`src/sv/shuffled_lehmer_random_generator_defines.svh`:
```
// Assertion helpers for the generator's top-level RTL file.
// Each check is clocked by i_clk and is off while i_rst_n is low.
`ifndef SHUFFLED_LEHMER_RANDOM_GENERATOR_DEFINES_SVH
`define SHUFFLED_LEHMER_RANDOM_GENERATOR_DEFINES_SVH

// The consequent must hold in the same cycle as the antecedent.
`define SLRG_ASSERT_NOW(label, ante, cons, msg) \
    label: assert property (@(posedge i_clk) disable iff (!i_rst_n) (ante) |-> (cons)) \
        else $error(msg);

// The consequent must hold in the cycle after the antecedent.
`define SLRG_ASSERT_NEXT(label, ante, cons, msg) \
    label: assert property (@(posedge i_clk) disable iff (!i_rst_n) (ante) |=> (cons)) \
        else $error(msg);

`endif

```
`src/sv/slrg_pkg.sv`:
```
`timescale 1ns / 1ps

package slrg_pkg;

    // Word width of the generator values and of the seed.
    localparam int WORD_W = 31;

    // Shuffle table geometry; the depth must be a power of two (16 to 64).
    localparam int TABLE_DEPTH = 32;
    localparam int TABLE_AW    = $clog2(TABLE_DEPTH);

    // Core steps run by a reseed: warm-up followed by one step per table slot.
    localparam int WARMUP_STEPS = 8;
    localparam int INIT_STEPS   = TABLE_DEPTH + WARMUP_STEPS;
    localparam int CNT_W        = $clog2(INIT_STEPS);

    // The slot comes from the top address bits of the last output.
    localparam int SLOT_SHIFT = WORD_W - TABLE_AW;

    // Lehmer multiplier and its product width.
    localparam int MUL_W  = 15;
    localparam int PROD_W = WORD_W + MUL_W;

    typedef logic [WORD_W-1:0]   t_word;
    typedef logic [PROD_W-1:0]   t_prod;
    typedef logic [TABLE_AW-1:0] t_addr;
    typedef logic [CNT_W-1:0]    t_cnt;

    localparam logic [MUL_W-1:0] LCG_MUL   = MUL_W'(16807);
    localparam t_word            LCG_MOD   = WORD_W'(32'h7FFF_FFFF);
    localparam t_word            OUT_CLAMP = WORD_W'(32'd2147483389);
    localparam t_word            SEED_ONE  = WORD_W'(1);

endpackage

```
`src/sv/slrg_if.sv`:
```
`timescale 1ns / 1ps

// Request channel: one draw or reseed command per transaction.
interface slrg_in_if import slrg_pkg::*; ();
    logic  valid;
    logic  ready;
    logic  command;
    t_word seed;

    modport source (output valid, output command, output seed, input ready);
    modport sink (input valid, input command, input seed, output ready);
endinterface

// Result channel: one random value per transaction.
interface slrg_out_if import slrg_pkg::*; ();
    logic  valid;
    logic  ready;
    t_word random_value;

    modport source (output valid, output random_value, input ready);
    modport sink (input valid, input random_value, output ready);
endinterface

```
`src/sv/slrg_ram.sv`:
```
`timescale 1ns / 1ps

// Simple dual-port RAM: one write port, one read port with registered data.
module slrg_ram #(
    parameter int WIDTH = 8,
    parameter int DEPTH = 16
) (
    input  logic                     i_clk,
    input  logic                     i_we,
    input  logic [$clog2(DEPTH)-1:0] i_waddr,
    input  logic [WIDTH-1:0]         i_wdata,
    input  logic                     i_re,
    input  logic [$clog2(DEPTH)-1:0] i_raddr,
    output logic [WIDTH-1:0]         o_rdata
);

    logic [WIDTH-1:0] r_mem [DEPTH];
    logic [WIDTH-1:0] r_rdata;

    // Write port.
    always_ff @(posedge i_clk) begin
        if (i_we) begin
            r_mem[i_waddr] <= i_wdata;
        end
    end

    // Read port; the data holds while no read is issued.
    always_ff @(posedge i_clk) begin
        if (i_re) begin
            r_rdata <= r_mem[i_raddr];
        end
    end

    assign o_rdata = r_rdata;

endmodule

```
`src/sv/slrg_lehmer.sv`:
```
`timescale 1ns / 1ps

// One Lehmer step: the product is registered, then folded modulo 2^31 - 1
// with a single add and a conditional subtract.
module slrg_lehmer import slrg_pkg::*; (
    input  logic  i_clk,
    input  logic  i_mul_en,
    input  t_word i_x,
    output t_word o_next
);

    t_prod               r_prod;
    t_prod               n_prod;
    logic [WORD_W:0]     fold_sum;
    logic [WORD_W:0]     fold_sub;

    // Multiply stage.
    always_comb begin
        n_prod = r_prod;
        if (i_mul_en) begin
            n_prod = t_prod'(i_x) * t_prod'(LCG_MUL);
        end
    end

    always_ff @(posedge i_clk) begin
        r_prod <= n_prod;
    end

    // Mersenne fold: high part wraps onto the low part, then one correction.
    assign fold_sum = {1'b0, r_prod[WORD_W-1:0]}
                    + (WORD_W+1)'(r_prod[PROD_W-1:WORD_W]);
    assign fold_sub = fold_sum - {1'b0, LCG_MOD};
    assign o_next   = (fold_sum >= {1'b0, LCG_MOD}) ? fold_sub[WORD_W-1:0]
                                                    : fold_sum[WORD_W-1:0];

endmodule

```
`src/sv/shuffled_lehmer_random_generator.sv`:
```
// Shuffled Lehmer random generator (minimal standard core with a shuffle table).
// Requests arrive on i_in: command 0 draws the next number, command 1 loads
// the seed field (zero or 2^31 - 1 becomes one) and then draws. Each request
// yields exactly one result transaction on o_out; random_value / (2^31 - 1)
// is the uniform deviate, clamped at 2147483389.
// In a plain draw the accept cycle issues the core multiply and the table
// read, and the next cycle folds the product, writes the slot back and loads
// the output register. A new request is accepted only back in the idle state.
// A reseed runs 40 core steps on the shared multiply and fold unit, each a
// multiply state and then a fold state, followed by the draw itself.
// The first draw after reset seeds itself from one and runs the same steps.
// Reset empties the output register and marks the generator unseeded; the
// table needs no clearing because every seeding fills all of it first.
// A result waits in the output register while the receiver stalls; a new
// request is accepted meanwhile, and its final cycle waits until the output
// register is free.
`timescale 1ns / 1ps
`include "shuffled_lehmer_random_generator_defines.svh"

module shuffled_lehmer_random_generator import slrg_pkg::*; (
    input  logic         i_clk,
    input  logic         i_rst_n,
    slrg_in_if.sink      i_in,
    slrg_out_if.source   o_out
);

    // Sequencer states.
    localparam logic [2:0] ST_IDLE      = 3'd0;
    localparam logic [2:0] ST_INIT_MUL  = 3'd1;
    localparam logic [2:0] ST_INIT_FOLD = 3'd2;
    localparam logic [2:0] ST_DRAW_MUL  = 3'd3;
    localparam logic [2:0] ST_DRAW_FIN  = 3'd4;

    logic [2:0] r_fsm;
    logic [2:0] n_fsm;
    t_word      r_state;
    t_word      n_state;
    t_word      r_last;
    t_word      n_last;
    t_cnt       r_cnt;
    t_cnt       n_cnt;
    t_addr      r_slot;
    t_addr      n_slot;
    logic       r_out_valid;
    logic       n_out_valid;
    t_word      r_out_val;
    t_word      n_out_val;

    logic       mul_en;
    t_word      lehmer_next;
    logic       mem_we;
    t_addr      mem_waddr;
    logic       mem_re;
    t_word      mem_rdata;
    t_word      seed_raw;
    t_word      seed_fix;
    logic       out_free;

    // Shared core step unit.
    slrg_lehmer u_lehmer (
        .i_clk    (i_clk),
        .i_mul_en (mul_en),
        .i_x      (r_state),
        .o_next   (lehmer_next)
    );

    // Shuffle table.
    slrg_ram #(
        .WIDTH (WORD_W),
        .DEPTH (TABLE_DEPTH)
    ) u_table (
        .i_clk   (i_clk),
        .i_we    (mem_we),
        .i_waddr (mem_waddr),
        .i_wdata (lehmer_next),
        .i_re    (mem_re),
        .i_raddr (n_slot),
        .o_rdata (mem_rdata)
    );

    // Seed selection; a draw before any seeding starts from one.
    assign seed_raw = i_in.command ? i_in.seed : SEED_ONE;
    assign seed_fix = ((seed_raw == '0) || (seed_raw == LCG_MOD)) ? SEED_ONE : seed_raw;

    assign out_free    = !r_out_valid || o_out.ready;
    assign i_in.ready  = (r_fsm == ST_IDLE);
    assign o_out.valid        = r_out_valid;
    assign o_out.random_value = r_out_val;

    // Sequencer and next-state logic.
    always_comb begin
        n_fsm       = r_fsm;
        n_state     = r_state;
        n_last      = r_last;
        n_cnt       = r_cnt;
        n_slot      = r_slot;
        n_out_val   = r_out_val;
        n_out_valid = r_out_valid && !o_out.ready;
        mul_en      = 1'b0;
        mem_we      = 1'b0;
        mem_waddr   = r_slot;
        mem_re      = 1'b0;

        unique case (r_fsm)
            ST_IDLE: begin
                if (i_in.valid) begin
                    if (i_in.command || (r_last == '0)) begin
                        n_state = seed_fix;
                        n_cnt   = CNT_W'(INIT_STEPS - 1);
                        n_fsm   = ST_INIT_MUL;
                    end else begin
                        mul_en = 1'b1;
                        mem_re = 1'b1;
                        n_slot = r_last[WORD_W-1:SLOT_SHIFT];
                        n_fsm  = ST_DRAW_FIN;
                    end
                end
            end
            ST_INIT_MUL: begin
                mul_en = 1'b1;
                n_fsm  = ST_INIT_FOLD;
            end
            ST_INIT_FOLD: begin
                n_state = lehmer_next;
                // The table fills from the highest slot down to slot 0.
                if (r_cnt < CNT_W'(TABLE_DEPTH)) begin
                    mem_we    = 1'b1;
                    mem_waddr = r_cnt[TABLE_AW-1:0];
                end
                if (r_cnt == '0) begin
                    n_last = lehmer_next;
                    n_fsm  = ST_DRAW_MUL;
                end else begin
                    n_cnt = r_cnt - CNT_W'(1);
                    n_fsm = ST_INIT_MUL;
                end
            end
            ST_DRAW_MUL: begin
                mul_en = 1'b1;
                mem_re = 1'b1;
                n_slot = r_last[WORD_W-1:SLOT_SHIFT];
                n_fsm  = ST_DRAW_FIN;
            end
            ST_DRAW_FIN: begin
                // Return the old slot value and refill the slot.
                if (out_free) begin
                    n_state     = lehmer_next;
                    mem_we      = 1'b1;
                    n_last      = mem_rdata;
                    n_out_val   = (mem_rdata > OUT_CLAMP) ? OUT_CLAMP : mem_rdata;
                    n_out_valid = 1'b1;
                    n_fsm       = ST_IDLE;
                end
            end
            default: begin
                n_fsm = ST_IDLE;
            end
        endcase
    end

    // Control registers.
    always_ff @(posedge i_clk) begin
        if (!i_rst_n) begin
            r_fsm       <= ST_IDLE;
            r_state     <= '0;
            r_last      <= '0;
            r_out_valid <= 1'b0;
        end else begin
            r_fsm       <= n_fsm;
            r_state     <= n_state;
            r_last      <= n_last;
            r_out_valid <= n_out_valid;
        end
    end

    // Payload registers.
    always_ff @(posedge i_clk) begin
        r_cnt     <= n_cnt;
        r_slot    <= n_slot;
        r_out_val <= n_out_val;
    end

    // A result in the output register always lies in the documented range.
    `SLRG_ASSERT_NOW(a_out_range, r_out_valid, (r_out_val != '0) && (r_out_val <= OUT_CLAMP), "result out of range")

    // A draw on a seeded generator goes straight to its final cycle.
    `SLRG_ASSERT_NEXT(a_fast_draw, i_in.valid && i_in.ready && !i_in.command && (r_last != '0), r_fsm == ST_DRAW_FIN, "seeded draw did not take the short path")

    // The last core step of a seeding marks the generator seeded.
    `SLRG_ASSERT_NEXT(a_init_done, (r_fsm == ST_INIT_FOLD) && (r_cnt == '0), (r_fsm == ST_DRAW_MUL) && (r_last != '0), "seeding did not finish cleanly")

    // The core never holds zero while a draw completes.
    `SLRG_ASSERT_NOW(a_core_live, r_fsm == ST_DRAW_FIN, r_state != '0, "core state is zero during a draw")

    // The folded core step stays below the modulus.
    `SLRG_ASSERT_NOW(a_fold_range, r_fsm == ST_INIT_FOLD, lehmer_next != LCG_MOD, "core step not reduced")

endmodule

```
`src/flat_wrapper.sv`:
```
// flat-port wrapper written by rule: the top's interface ports become plain ports
module shuffled_lehmer_random_generator_flat import slrg_pkg::*;
  (i_clk, i_rst_n, i_in_valid, i_in_command, i_in_seed, i_in_ready, o_out_valid, o_out_random_value, o_out_ready);
  slrg_in_if i_in_i ();
  slrg_out_if o_out_i ();
  input  logic i_clk;
  input  logic i_rst_n;
  input wire logic [$bits(i_in_i.valid)-1:0] i_in_valid;
  input wire logic [$bits(i_in_i.command)-1:0] i_in_command;
  input wire logic [$bits(i_in_i.seed)-1:0] i_in_seed;
  output wire logic [$bits(i_in_i.ready)-1:0] i_in_ready;
  output wire logic [$bits(o_out_i.valid)-1:0] o_out_valid;
  output wire logic [$bits(o_out_i.random_value)-1:0] o_out_random_value;
  input wire logic [$bits(o_out_i.ready)-1:0] o_out_ready;
  assign i_in_i.valid = i_in_valid;
  assign i_in_i.command = i_in_command;
  assign i_in_i.seed = i_in_seed;
  assign i_in_ready = i_in_i.ready;
  assign o_out_valid = o_out_i.valid;
  assign o_out_random_value = o_out_i.random_value;
  assign o_out_i.ready = o_out_ready;
  shuffled_lehmer_random_generator u_core (.i_clk(i_clk), .i_rst_n(i_rst_n), .i_in(i_in_i), .o_out(o_out_i));
endmodule
```
`config.mk`:
```
export PLATFORM = sky130hd
export DESIGN_NAME = shuffled_lehmer_random_generator_flat
export DESIGN_NICKNAME = d
export VERILOG_FILES = /design/src/sv/slrg_pkg.sv /design/src/sv/slrg_if.sv /design/src/sv/slrg_ram.sv /design/src/sv/slrg_lehmer.sv /design/src/sv/shuffled_lehmer_random_generator.sv /design/src/flat_wrapper.sv
export VERILOG_INCLUDE_DIRS = /design/src /design/src/sv
export SDC_FILE = /design/constraint.sdc
export NUM_CORES = 2
export LEC_CHECK = 0
export ABC_AREA = 1
export BUFFER_PORTS_ARGS = -buffer_cell sky130_fd_sc_hd__buf_2
export CAP_MARGIN = 15
export CORE_MARGIN = 3
export CORE_UTILIZATION = 60
export CTS_BUF_LIST = sky130_fd_sc_hd__clkbuf_16
export DETAILED_ROUTE_END_ITERATION = 12
export HOLD_SLACK_MARGIN = 0.02
export PLACE_DENSITY_LB_ADDON = 0.15
export SYNTH_ARGS = -nofsm -noshare
export SYNTH_HDL_FRONTEND = slang
export SYNTH_SLANG_ARGS = --single-unit
```
`constraint.sdc`:
```
create_clock -name i_clk -period 7.7 [get_ports i_clk]
set_clock_uncertainty 0.15 [all_clocks]
set_input_delay 1.54 -clock i_clk [delete_from_list [all_inputs] [get_ports i_clk]]
set_output_delay 1.54 -clock i_clk [all_outputs]
set_load 0.005 [all_outputs]
```
=== After elaboration in Yosys (flattened, before gate mapping) ===
Memory sizes are Yosys's and may differ from the RTL's. A register that Yosys moved wholly into a read port is not among the register bits.
Index checks and enable logic that the tools add are counted.

* Add/subtract/negate cells: 3
* $mul: 1
* $lt $le $gt $ge: 3
* Equality and inequality tests: 10
* Multiplexer cells: 35
* Reduce and logical (&&, ||, !) cells: 19

{| class="wikitable"
|+ Operator list
! operator !! number
|-
| 2-to-1 mux 31 bit || 8
|-
| case mux 31 bit (3 select lines) || 1
|-
| zero test 31 bit || 2
|-
| case mux 31 bit (2 select lines) || 1
|-
| multiplier 31 x 15 -> 46 bit (second input constant) || 1
|-
| adder 31 x 15 -> 32 bit || 1
|-
| greater-or-equal comparator 32 x 31 -> 1 bit (second input constant) || 1
|-
| equality test 31 bit (second input constant) || 1
|-
| greater-than comparator 31 bit (second input constant) || 1
|-
| subtractor 31 bit (second input constant) || 1
|-
| 2-to-1 mux 5 bit || 4
|-
| 2-to-1 mux 6 bit || 3
|-
| case mux 3 bit (5 select lines) || 1
|-
| case mux 6 bit (2 select lines) || 1
|-
| case mux 5 bit (2 select lines) || 1
|-
| 2-to-1 mux 3 bit || 3
|-
| 2-to-1 mux 1 bit || 8
|-
| AND reduction 4 bit || 2
|-
| equality test 3 x 2 -> 1 bit (second input constant) || 2
|-
| zero test 6 bit || 1
|-
| less-than comparator 6 bit (second input constant) || 1
|-
| != test 2 x 1 -> 1 bit (second input constant) || 3
|-
| case mux 1 bit (2 select lines) || 3
|-
| subtractor 6 x 1 -> 6 bit (second input constant) || 1
|-
| 13 further kinds || 19
|}

* Bits in registers: 154
* Bits in writable memories: 992
* Input bits: 36
* Memories kept: 1

{| class="wikitable"
|+ Memories
! memory !! words !! bits a word !! read ports !! clocked after memory_dff !! wr ports !! RTL line !! RTL
|-
| u_core.u_table.r_mem || 32 || 31 || 1 || 1 || 1 || slrg_ram.sv:17 || <nowiki>logic [WIDTH-1:0] r_mem [DEPTH];</nowiki>
|}

=== Logic depth before layout (Yosys ltp) ===
* Depth in word-level cells: 7
* Depth in mapped cells: 27

=== By module ===
From an unflattened synthesis, not the netlist that was laid out.

* Cell total of the unflattened synthesis: 5,889
* Area, all modules: 58,911.5 sq um

{| class="wikitable"
|+ Modules (own cells, without submodules)
! module !! instances !! cells an instance !! area each (sq um) !! seq. area each (sq um)
|-
| slrg_ram || 1 || 3,426 || 40,990.6 || 30,719.5
|-
| slrg_lehmer || 1 || 1,569 || 11,995.3 || 1,381.3
|-
| shuffled_lehmer_random_generator || 1 || 894 || 5,925.7 || 2,532.4
|}

=== Worst setup path after synthesis ===
No wires, ideal clock.

* Path type: flip-flop to flip-flop
* Start: reg u_core.r_state[13]
* End: reg u_core.u_lehmer.r_prod[43], data pin
* Arrival time: 5.125 ns
* Data required time: 7.297 ns
* Slack: 2.173 ns
* Cell stages (with the launch flop): 27
* Path buffers: 0
* Period minus slack after synthesis: 5.527 ns
* Cell sequence: dfxtp_1 > inv_1 > fa_1 > inv_1 > ha_1 > fa_1 > inv_1 > fa_1 > inv_1 > fa_1 > inv_1 > fa_1 > inv_1 > ha_1 > nand2_1 > nor2_1 > inv_1 > nor3_1 > nand3_1 > nand3_1 > nand2_1 > nand3_1 > a31oi_1 > o21ai_0 > nand2_1 > nand3_1 > nand2_1

* Word-level cells in the longest chain between the ends: 1

{| class="wikitable"
|+ Ends and longest elaborated chain
! what !! RTL line !! RTL
|-
| start: declaration || shuffled_lehmer_random_generator.sv:36 || <nowiki>t_word r_state;</nowiki>
|-
| start signal: assignment || shuffled_lehmer_random_generator.sv:170 || <nowiki>r_state <= n_state;</nowiki>
|-
| multiplier 31 x 15 -> 46 bit || slrg_lehmer.sv:21 || <nowiki>n_prod = t_prod'(i_x) * t_prod'(LCG_MUL);</nowiki>
|-
| end signal: assignment || slrg_lehmer.sv:26 || <nowiki>r_prod <= n_prod;</nowiki>
|-
| end: declaration || slrg_lehmer.sv:12 || <nowiki>t_prod r_prod;</nowiki>
|}

No other way between the ends.
A chain may end at the register's enable or synchronous reset.

=== Final worst setup path ===
* Start: reg u_core.r_state[12]
* End: reg u_core.u_lehmer.r_prod[43], data pin

Same word-level chain as after synthesis.

==> reports/results.tsv <==
metric	value	unit
tightestPinTransition	1.25	ns
cts_tree	done	
rsz0062_at_grt	false	
hold_buffers	0	
fin_crit_sh	0.793	
antenna_found_initial	4	
synth_common_cells	1536 x nand2_1, 1106 x edfxtp_1, 1050 x nand3_1	
synth_area	60500	µm²
finalHoldViolations	0	
tns	0	ns
drc	0	
grt_pass1_wl	270	mm
drive_above_1_share	0.0693	
finalWirelength	184	mm
io_pins	69	
slew_violations	0	
fmax	164	MHz
drtPass1Iterations	6	
coreArea	99100	µm²
ctsResizeCount	0	
avgSynthCellArea	9.95	µm²
cts_setup_buffers	0	
ctsLongestPathBuffers	3	
viasPerCell	6.03	
h-tree-depth	3	
ys_warn_count	0	
syn_inst	6081	
diodes	0	
clockRootBuffer	clkbuf_16	
grt_pass1_vias	41877	
start_util	0.610	
synth_top_area_frac	0.549	
seq_area_frac_synth	0.573	
rows	115	
post-route-min-period	6.11	ns
cts-buffers-inserted	115	
required	8.02	ns
hold_class	flip-flop to flip-flop	
insertion_delay	0.74	ns
dp.final_hpwl	112	mm
grt_start_max_net_pins	181	
synth-main-ff-cell	edfxtp_1	
critPathKind	flip-flop to flip-flop	
area_growth	8.99	%
synth_edf_count	1106	
initialDrtViolationCount	5622	
gp_congestion	0.979	
cts.clk_slew.worst_paths	0.07	ns
arrival	6.43	ns
drv_cap	0	
synthTopCellsByArea	edfxtp_1 55%, nand2_1 9.5%, nand3_1 8.7%	
num_vias	44755	
synth.most_common_cell	nand2_1	
status	finished clean	
cts.sinks	1177	
async_flop_share	0	
final-setup-viol-count	0	
endpoint_kind	flip-flop	
groute.usage.overall	0.351	
worst_setup_path_start_kind	flip-flop	
dieArea	105000	µm²
relSlewSlack	0.166	
ys_seq_elements	1177	
synth_fp_nets	6455	
fp.dieH	323	µm
nets	6410	
port_buffers	68	
synth.largest_area_cell	edfxtp_1	
wl_per_cell	24.8	µm
ys_types	50	
grt_overflow_total	0	
fillers	7693	
die_x	323	µm
crit_fanout	6	
final_antenna_net_count	0	
cell usage in the layout (no fill, tap or decap), drive strengths merged, types with 71 or more instances in the layout:
| cell | n |
|---|---|
| buf | 164 |
| nand2 | 1560 |
| clkbuf | 115 |
| nand3b | 252 |
| fa | 134 |
| inv | 806 |
| nand3 | 1054 |
| ha | 204 |
| o21ai | 72 |
| edfxtp | 1106 |
| a21oi | 175 |
| nor2 | 183 |
| dfxtp | 71 |
final cells by class:
cell class | instances | area [µm²] | share of cell area
Clock buffer | 115 | 2880 | 0.0437
Timing Repair Buffer | 164 | 1220 | 0.0186
Multi-Input combinational cell | 3799 | 21900 | 0.332
Inverter | 779 | 2940 | 0.0446
Tap cell | 1287 | 1610 | 0.0244
Clock inverter | 99 | 729 | 0.0111
Sequential cell | 1177 | 34600 | 0.525
routing by layer:
metal  track usage  wire [µm]  vias to the layer above
li1              -          -                    20334
met1         0.487      73300                    21627
met2         0.540      83000                     2397
met3        0.0798      19500                      397
met4         0.144       8050                        0
met5             0          0                        -
critical path: stages, from the launching register on:
cell and delay [ns]:
dfxtp_1 0.46, inv_1 0.17, fa_1 0.56, inv_1 0.05, ha_1 0.19, fa_1 0.54
inv_1 0.06, fa_1 0.53, inv_1 0.05, fa_1 0.47, inv_1 0.05, fa_1 0.47
inv_1 0.04, ha_1 0.35, nand2_1 0.11, nor2_1 0.11, inv_1 0.05, nor3_1 0.23
nand3_1 0.12, nand3_1 0.16, nand2_1 0.09, nand3_1 0.10, a31oi_1 0.12, o21ai_0 0.29
nand2_1 0.14, nand3_1 0.09, nand2_1 0.06
metrics by stage:
step                hold slack, ns  cells   util  instance area, µm²  setup WS, ns
floorplan                    0.295   6081      -               60500          2.17
global placement             0.285   7205  0.628               62300          1.59
detailed placement           0.290   7206  0.629               62300          1.58
CTS                          0.304   7420  0.665               65900          1.58
global route                 0.322   7420  0.665               65900          1.13
finish                       0.311   7420  0.665               65900          1.59
registers in the layout (all words and copies together) (netlist names):
| register | cells |
|---|---|
| u_core.o_out.random_value | 31 |
| u_core.r_cnt | 6 |
| u_core.u_table.r_mem | 992 |
| u_core.u_table.o_rdata | 31 |
| u_core.r_slot | 5 |
| u_core.u_lehmer.r_prod | 46 |
| u_core.r_last | 31 |
| u_core.r_state | 31 |
| u_core.r_fsm | 3 |
| u_core.o_out.valid | 1 |
logic make-up (layout without fill, tap and decap cells):
kind of cell	count (synthesis)	after routing	share of synthesized area
adder cells (fa/ha/maj)	338	338	0.0866
buffers and inverters	1105	1157	0.0715
AND/OR/NAND/NOR	3122	3122	0.236
AO/OA/AOI/OAI	284	284	0.0254
XOR/XNOR	55	55	0.00809
flip-flops	1177	1177	0.573
worst paths after layout:
kind	from	endpoint	slack (ns)	depth (start not counted)
setup / recovery	u_core.r_state[12]	u_core.u_lehmer.r_prod[43]	1.59	26
hold / removal	u_core.u_table.o_rdata[19]	u_core.o_out.random_value[19]	0.31	0
setup reg to reg	u_core.r_state[12]	u_core.u_lehmer.r_prod[43]	1.59	26
hold reg to reg	u_core.u_table.o_rdata[19]	u_core.o_out.random_value[19]	0.31	0
Power is left out: the tool's default activity adds up to more than one toggle a clock period on the data nets, which glitch-free logic cannot reach.
